<file path="src/rtl/assert_macros.svh">
// Assertion macros shared by the allocator RTL.
// Plain text macros only; no other dependencies.
`ifndef ASSERT_MACROS_SVH
`define ASSERT_MACROS_SVH

// Generic clocked assertion with asynchronous active-low reset disable.
`define FFA_ASSERT(lbl, clk_s, rstn_s, prop, msg) \
    lbl: assert property (@(posedge clk_s) disable iff (!rstn_s) prop) else $error(msg);

// Same, on the house clock and reset names.
`define FFA_ASSERT_CR(lbl, prop, msg) \
    `FFA_ASSERT(lbl, clk, rst_n, prop, msg)

`endif

</file>
<file path="src/rtl/ffa_pkg.sv">
// Shared types and constants for the first-fit chunk allocator.
// No dependencies.
package ffa_pkg;

    localparam int HEAP_BYTES_DEFAULT  = 65536;
    localparam int CHUNK_SLOTS_DEFAULT = 16;

    localparam int MODE_W   = 1;
    localparam int SIZE_W   = 17;
    localparam int OFF_W    = 16;
    localparam int STATUS_W = 2;

    typedef enum logic [1:0] {
        OP_HOLD   = 2'd0,
        OP_SHIFT  = 2'd1,
        OP_LOAD   = 2'd2,
        OP_INSERT = 2'd3
    } chain_op_t;

    // Command broadcast to every cell of a chain.
    typedef struct packed {
        chain_op_t op;
        logic      ld;   // on shift: the cell at idx takes din
    } chain_ctl_t;

    typedef enum logic [STATUS_W-1:0] {
        ST_OK        = 2'd0,
        ST_USED_FULL = 2'd1,
        ST_NO_FIT    = 2'd2,
        ST_UNKNOWN   = 2'd3
    } status_t;

endpackage

</file>
<file path="src/rtl/ffa_cell.sv">
// One cell of a chunk chain: holds {start, length}, shifts, loads, sorted insert.
// Depends on ffa_pkg.
module ffa_cell #(
    parameter int          DW      = 37,
    parameter int          KW      = 16,
    parameter int          CW      = 5,
    parameter int          K       = 0,
    parameter logic [DW-1:0] RST_VAL = '0
) (
    input  logic               clk,
    input  logic               rst_n,
    input  ffa_pkg::chain_ctl_t ctl,
    input  logic [CW-1:0]      idx,
    input  logic [CW-1:0]      cnt,
    input  logic [DW-1:0]      din,
    input  logic [DW-1:0]      up,
    input  logic [DW-1:0]      dn,
    input  logic               dn_gt,
    output logic [DW-1:0]      q,
    output logic               gt
);
    import ffa_pkg::*;

    logic [DW-1:0] q_reg;
    logic [DW-1:0] q_next;
    logic          hit;
    logic          valid;

    assign hit   = (idx == CW'(K));
    assign valid = (CW'(K) < cnt);
    assign gt    = valid && (q_reg[DW-1 -: KW] > din[DW-1 -: KW]);
    assign q     = q_reg;

    always_comb
    begin
        unique case (ctl.op)
            OP_HOLD:   q_next = q_reg;
            OP_SHIFT:  q_next = (hit && ctl.ld) ? din : up;
            OP_LOAD:   q_next = hit ? din : q_reg;
            OP_INSERT:
            begin
                if (dn_gt)
                    q_next = dn;
                else if (gt || cnt == CW'(K))
                    q_next = din;
                else
                    q_next = q_reg;
            end
            default:   q_next = q_reg;
        endcase
    end

    always_ff @(posedge clk or negedge rst_n)
    begin
        if (!rst_n)
            q_reg <= RST_VAL;
        else
            q_reg <= q_next;
    end

endmodule

</file>
<file path="src/rtl/ffa_chain.sv">
// Row of ffa_cell instances; cell 0 is the head seen by the controller.
// Depends on ffa_pkg and ffa_cell.
module ffa_chain #(
    parameter int            N   = 16,
    parameter int            DW  = 37,
    parameter int            KW  = 16,
    parameter int            CW  = 5,
    parameter logic [DW-1:0] RST0 = '0
) (
    input  logic                clk,
    input  logic                rst_n,
    input  ffa_pkg::chain_ctl_t ctl,
    input  logic [CW-1:0]       idx,
    input  logic [CW-1:0]       cnt,
    input  logic [DW-1:0]       din,
    output logic [DW-1:0]       head
);
    import ffa_pkg::*;

    logic [DW-1:0] q  [N];
    logic          gt [N];

    for (genvar k = 0; k < N; k++)
    begin : g_cell
        logic [DW-1:0] up_w;
        logic [DW-1:0] dn_w;
        logic          dn_gt_w;

        if (k == N - 1)
        begin : g_top
            assign up_w = '0;
        end
        else
        begin : g_mid
            assign up_w = q[k+1];
        end

        if (k == 0)
        begin : g_head
            assign dn_w    = '0;
            assign dn_gt_w = 1'b0;
        end
        else
        begin : g_body
            assign dn_w    = q[k-1];
            assign dn_gt_w = gt[k-1];
        end

        ffa_cell #(
            .DW      (DW),
            .KW      (KW),
            .CW      (CW),
            .K       (k),
            .RST_VAL ((k == 0) ? RST0 : '0)
        ) u_cell (
            .clk   (clk),
            .rst_n (rst_n),
            .ctl   (ctl),
            .idx   (idx),
            .cnt   (cnt),
            .din   (din),
            .up    (up_w),
            .dn    (dn_w),
            .dn_gt (dn_gt_w),
            .q     (q[k]),
            .gt    (gt[k])
        );
    end

    assign head = q[0];

endmodule

</file>
<file path="config.mk">
export PLATFORM = sky130hd
export DESIGN_NAME = ffa_chain
export DESIGN_NICKNAME = d
export VERILOG_FILES = /design/src/rtl/assert_macros.svh /design/src/rtl/ffa_pkg.sv /design/src/rtl/ffa_cell.sv /design/src/rtl/ffa_chain.sv
export SDC_FILE = /design/constraint.sdc
export NUM_CORES = 2
export LEC_CHECK = 0
export ABC_AREA = 1
export BUFFER_PORTS_ARGS = -buffer_cell sky130_fd_sc_hd__buf_4
export CAP_MARGIN = 0
export CORE_MARGIN = 1
export CORE_UTILIZATION = 50
export CTS_CLUSTER_DIAMETER = 200
export DETAILED_ROUTE_END_ITERATION = 10
export MAX_ROUTING_LAYER = met4
export PLACE_DENSITY_LB_ADDON = 0.12
export REMOVE_ABC_BUFFERS = 1
export SYNTH_ARGS = -nofsm -noshare
export SYNTH_HDL_FRONTEND = slang
export SYNTH_SLANG_ARGS = --single-unit
</file>
<file path="constraint.sdc">
create_clock -name clk -period 2.1 [get_ports clk]
set_input_delay 0.315 -clock clk [delete_from_list [all_inputs] [get_ports clk]]
set_output_delay 0.315 -clock clk [all_outputs]
set_load 0.02 [all_outputs]
</file>
[Word level (Yosys, flattened, before mapping)]
Index checks and enable logic that the tools add are counted.
Word-level totals
  register bits: 592
  bits in latches: 0
  RAM bits: 0
  ROM bits: 0
  output and inout bits: 37
  logic and storage cells: 260
  memories: 0
Cells by class
  add/sub/neg operators: 0
  multipliers: 0
  div/mod/pow operators: 0
  magnitude comparators: 32
  equality and inequality tests: 65
  shifts and indexed selects: 0
  muxes and demuxes: 79
  bitwise operators: 1
  reduce and logical (&&, ||, !) cells: 67
Operators with widths (count)
  2-to-1 mux 37 bit: 63
  case mux 37 bit (3 select lines): 16
  greater-than comparator 16 bit: 16
  == test 5 x 4 -> 1 bit (second input constant): 16
  AND reduction 3 bit: 16
  inequality test 3 x 1 -> 1 bit (second input constant): 15
  == test 5 x 3 -> 1 bit (second input constant): 8
  < comparator 4 x 5 -> 1 bit (first input constant): 8
  inequality test 2 x 1 -> 1 bit (second input constant): 17
  logical AND 1 bit: 32
  == test 5 x 2 -> 1 bit (second input constant): 4
  < comparator 3 x 5 -> 1 bit (first input constant): 4
  logical OR 1 bit: 16
  == test 5 x 1 -> 1 bit (second input constant): 2
  zero test 5 bit: 2
  < comparator 1 x 5 -> 1 bit (first input constant): 2
  < comparator 2 x 5 -> 1 bit (first input constant): 2
  == test 2 bit (second input constant): 2
  == test 2 x 1 -> 1 bit (second input constant): 1
  zero test 2 bit: 1
  NOT 1 bit: 1

[Depth between registers and ports, before layout]
  depth after elaboration: 6
  mapped depth: 20
  mapped depth without buffers: 17

[Cells and area by module]
A second synthesis with hierarchy kept.
Unflattened totals
  cell total of the unflattened synthesis: 8044
  area total of the unflattened synthesis: 54194.5 sq um
Modules (own cells, without submodules)
  ffa_cell (g_cell[10].u_cell): times used 1, cells each 517, area an instance 3543.4 sq um, seq. area each 925.9 sq um
  ffa_cell (g_cell[9].u_cell): times used 1, cells each 522, area an instance 3533.4 sq um, seq. area each 925.9 sq um
  ffa_cell (g_cell[13].u_cell): times used 1, cells each 559, area an instance 3517.1 sq um, seq. area each 925.9 sq um
  ffa_cell (g_cell[2].u_cell): times used 1, cells each 513, area an instance 3492.1 sq um, seq. area each 925.9 sq um
  ffa_cell (g_cell[11].u_cell): times used 1, cells each 482, area an instance 3478.3 sq um, seq. area each 925.9 sq um
  ffa_cell (g_cell[0].u_cell): times used 1, cells each 508, area an instance 3414.5 sq um, seq. area each 925.9 sq um
  ffa_cell (g_cell[3].u_cell): times used 1, cells each 481, area an instance 3409.5 sq um, seq. area each 925.9 sq um
  ffa_cell (g_cell[6].u_cell): times used 1, cells each 520, area an instance 3402.0 sq um, seq. area each 925.9 sq um
  ffa_cell (g_cell[5].u_cell): times used 1, cells each 518, area an instance 3357.0 sq um, seq. area each 925.9 sq um
  ffa_cell (g_cell[8].u_cell): times used 1, cells each 487, area an instance 3342.0 sq um, seq. area each 925.9 sq um
  ffa_cell (g_cell[7].u_cell): times used 1, cells each 514, area an instance 3339.5 sq um, seq. area each 925.9 sq um
  ffa_cell (g_cell[4].u_cell): times used 1, cells each 488, area an instance 3318.2 sq um, seq. area each 925.9 sq um
  ffa_cell (g_cell[1].u_cell): times used 1, cells each 515, area an instance 3298.2 sq um, seq. area each 925.9 sq um
  ffa_cell (g_cell[14].u_cell): times used 1, cells each 482, area an instance 3276.9 sq um, seq. area each 925.9 sq um
  +3 rows

[Worst setup path before layout]
No wires, ideal clock.
  path type: in2reg
  from: in din[30]
  to: reg g_cell[14].u_cell.q_reg[32]
  setup time: 116 ps
  data arrival time: 2835 ps
  required time: 1984 ps
  setup slack: -852 ps
  cell stages on the path: 18
  cells stage by stage: clkbuf_1 -> inv_2 -> clkbuf_1 -> ha_1 -> nand2_1 -> inv_1 -> o21ai_0 -> a21oi_1 -> nor2_1 -> nand2_1 -> nand2_1 -> buf_2 -> buf_1 -> nand2_1 -> nand3_1 -> nand2_1 -> nand2_1 -> nand2_1
Between the ends
  longest elaborated chain between the ends: 5
Ends and longest elaborated chain
  from (decl): RTL line ffa_chain.sv:15  | input logic [DW-1:0] din,
  greater-than comparator 16 bit: RTL line ffa_cell.sv:31  | assign gt = valid && (q_reg[DW-1 -: KW] > din[DW-1 -: KW]);
  logical AND 1 bit: RTL line ffa_cell.sv:31
  logical OR 1 bit: RTL line ffa_cell.sv:44  | else if (gt || cnt == CW'(K))
  inequality test 3 x 1 -> 1 bit (no line)
  AND reduction 3 bit (no line)
  to (signal assigned): RTL line ffa_cell.sv:58  | q_reg <= q_next;
  to (decl): RTL line ffa_cell.sv:24  | logic [DW-1:0] q_reg;
Several ways; a longest one is shown, not always the timed one.
A chain may end at the register's enable or synchronous reset.

[Final worst setup path]
  from: reg g_cell[9].u_cell.q_reg[36]
  to: reg g_cell[9].u_cell.q_reg[8]
Between the ends
  longest elaborated chain between the ends: 5
Ends and longest elaborated chain (RTL line)
  from (decl): ffa_cell.sv:24
  from (signal assigned): ffa_cell.sv:58
  greater-than comparator 16 bit: ffa_cell.sv:31
  logical AND 1 bit: ffa_cell.sv:31
  logical OR 1 bit: ffa_cell.sv:44
  inequality test 3 x 1 -> 1 bit (no line)
  AND reduction 3 bit (no line)
Every way passes these cells.

==> summary.txt <==
Worst setup path
  • Max incr delay on CP: 410 ps
  • CP top delay family: simple AND/OR/NAND/NOR gates
  • Origin of the critical flop-to-flop path: g_cell[9].u_cell.q[36]
  • Worst-path cell with the longest stage delay: dfrtp_1
  • CP max FO: 7
  • Endpoint class of the critical path: flop
  • CP cell instances: ha_4 > nand2_4 > nor2_4 > buf_6 > nand2_4 > nor2_4 > nand2_2 > nand4_1 > nand2_2 > buf_6 > nand3_4 > buf_12 > clkbuf_16 > nand3_1 > nor2_1 > nor2_1
  • Worst Path Buf+Inv: 4
  • Crit path arrival time: 2960 ps
  • CP required: 2660 ps
  • Startpoint Class: flop
  • Crit. Startpoint: g_cell[9].u_cell.q[36]
  • Setup slack, reg-to-reg: -300 ps
  • Crit Path Category: reg2reg

Logic synthesis
  • Seq cells post-synth: 592
  • Post-synth top flop: dfrtp_1
  • Synth Instances: 8631
  • Syn Area/Cell: 6.05 µm²
  • Unique masters post-synth: 37
  • Post-synth EDFFs: 0
  • Synth Cell Area: 52200 µm²
  • Sequential area share after synthesis: 0.284
  • Ys async rst share: 1.00
  • Yosys warns: 0
  • Largest area contributor in the netlist: dfrtp_1
  • Synth top area cells: dfrtp_1 28%, nand2_1 21%, nand3_1 12%, o21ai_0 6.8%, ha_1 6.1%
  • Top-area cell type share of the netlist area: 0.284

Power
  • Static Leak: 34.9 nW
  • Total power: 61.9 mW
  • Power density over the cells: 910 nW/µm²
  • VDD IR-drop max: 0.000719 V

Global routing
  • Vias in the first global route: 56366
  • GRT overflow: 0
  • First-pass GRT wire length: 338000 µm
  • Largest net degree at the start of global routing: 113
  • Tot GR Track Use: 0.418
  • Initial antenna violation count: 4

Placement
  • Input/output buffers: 88
  • DP HPWL: 149000 µm
  • DP Area: 60000 µm²
  • Gp weighted congestion: 0.987

CTS
  • Clock root cell: clkbuf_16
  • Sink Count: 592
  • Clock tree buffer depth: 3
  • H-tree Lvls: 3
  • Clk_lat worst skew: 680 ps
  • Clk slew on worst S/H paths: 60 ps
  • TritonCTS buffer count: 78
  • TritonCTS clock tree: built

Drt
  • DR vias: 61395
  • Post-DRT Antenna Nets: 0
  • Drt total wl: 231000 µm
  • Initial DRC Count: 7461
  • Routed wire per std cell: 22.0 µm
  • Via density: 5.83
  • Residual DRC: 0
  • DRT Pass-1 Iters: 6

Timing
  • Fin Hold WS: 101 ps
  • Maximum clock frequency: 416 MHz
  • Max Slew Vio Count: 0
  • Hold Fails Final Rpt: 0
  • Worst slew pin tran: 988 ps
  • Crit path setup slack, layout: -302 ps
  • RSZ-0062 raised after global routing: yes
  • Setup Skew: 20.7 ps
  • Slew HR: 0.342
  • Final Cycle Share: 1.14
  • Final min period: 2400 ps
  • Final setup fails: 592

Finish
  • Max reg flops: 592
  • Area of all placed cells without fillers: 68000 µm²
  • Reg area: 14800 µm²
  • Ratio of cells with drive above 1 in the final layout: 0.194
  • Layout area overhead: 30.2%
  • Fill cell count: 9225
  • Final net count: 9392
  • Area taken by multi-input logic gates: 33800 µm²

Run status
  • Run status: finished, violations left
  • Failing checks: negative setup slack

Die
  • Die height: 325 µm
  • Row Count: 118
  • Die area: 106000 µm²
  • Initial core utilization: 0.505
  • IO Count: 89
  • Core Box Area: 103000 µm²
  • Die width: 325 µm

Worst hold path
  • Min-delay src: din[11]
  • Hold/Removal Path Class: in2reg

Run
  • Max_cap viols: 0
-- power by group --
part	internal, mW	leakage, nW	total (mW)	switching [mW]
sequential	14.5	7.34	17.1	2.59
combinational	12.7	26.3	30.9	18.1
clock	7.99	1.27	14.0	5.98
-- what timing repair did --
action / 4_1_cts / 5_1_grt
cloned: 25 / 40
endpoints found under the hold margin: 314 / 0
hold buffers: 1 / 0
pin swaps: 137 / 237
gates resized for setup: 292 / 489
setup endpoints to repair: 592 / 592
buffers inserted: 66 / 24
-- worst register-to-register path: stages, from the launching register on --
cell and delay, ps:
dfrtp_1 410, ha_4 310, nand2_4 60, nor2_4 80, buf_6 110, nand2_4 50
nor2_4 120, nand2_2 60, nand4_1 140, nand2_2 110, buf_6 160, nand3_4 80
buf_12 170, clkbuf_16 190, nand3_1 80, nor2_1 120, nor2_1 50
-- Yosys cell counts (15+ instances only) --
master and number:
a21oi_1 381, buf_1 57, buf_2 341, buf_4 38, buf_6 15, clkbuf_1 253
dfrtp_1 592, ha_1 256, inv_1 800, inv_2 35, nand2_1 2953, nand3_1 1219
nand3b_1 108, nand4_1 20, nor2_1 566, o211ai_1 111, o21ai_0 710, o21ai_1 91
-- final timing paths --
check	end	cells after the start
worst min-delay path	g_cell[15].u_cell.q[11]	5
worst max register to register	g_cell[9].u_cell.q[8]	16
max in group asynchronous	g_cell[15].u_cell.q[15]	4
worst min register to register	g_cell[15].u_cell.q[11]	2
min in group asynchronous	g_cell[3].u_cell.q[23]	2
worst max-delay path	g_cell[9].u_cell.q[8]	16
-- logic make-up (layout without fill, tap and decap cells) --
logic type	Yosys count	in the layout	synth area share
flip-flops	592	592	0.284
AND/OR/NAND/NOR	4892	4900	0.392
adder cells (fa/ha/maj)	256	256	0.0613
buffers and inverters	1541	2044	0.124
AO/OA/AOI/OAI	1350	1350	0.139
other	0	3	0
-- through the flow --
stage          utilization  setup TNS (ps)  cells  setup WS (ps)
6_report             0.657         -101530  10525           -302
5_1_grt              0.657         -160110  10524           -405
4_1_cts              0.627          -73080  10465           -239
3_5_place_dp         0.579         -467630  10236           -939
3_3_place_gp         0.579         -441960  10236           -905
2_1_floorplan            -        -5286380   7927          -9890
-- metal layers --
metal  GRT usage  share of wire
met5           -              0
met4       0.163          0.056
met3      0.0802           0.11
met2       0.625           0.44
met1       0.556           0.40
-- layout by cell type, fill, tap and decap left out, types with 4 or more instances in the layout --
cell,count
clkinv_2,10
buf_12,203
o21ai_0,695
dfrtp_1,592
o21a_1,8
nor2_1,486
buf_6,48
ha_4,38
ha_1,218
nand2_4,80
clkbuf_1,17
nand3b_1,108
a21o_1,8
nand3_2,36
a31oi_4,6
nand4_1,20
nor3_4,4
nand3_4,16
a21oi_4,5
o21ai_1,101
buf_16,21
a21oi_2,25
nand3_1,1167
clkbuf_8,24
o21ai_4,13
nor2_4,60
inv_2,35
nand2_2,212
o211ai_1,111
nand2_1,2667
buf_8,17
inv_1,797
a21oi_1,353
o21bai_1,10
buf_4,745
clkbuf_16,114
nor2_2,41
-- final cells by class --
type	count	share of cell area
multi-input cells	6506	0.497
flip-flops and latches	592	0.218
well taps	1380	0.0254
clock buffers	121	0.0352
diodes	3	0.000110
inverters	837	0.0467
repair buffers	1069	0.175
clock inverters	17	0.00254
Note: power is estimated with default switching activity, not from simulation.
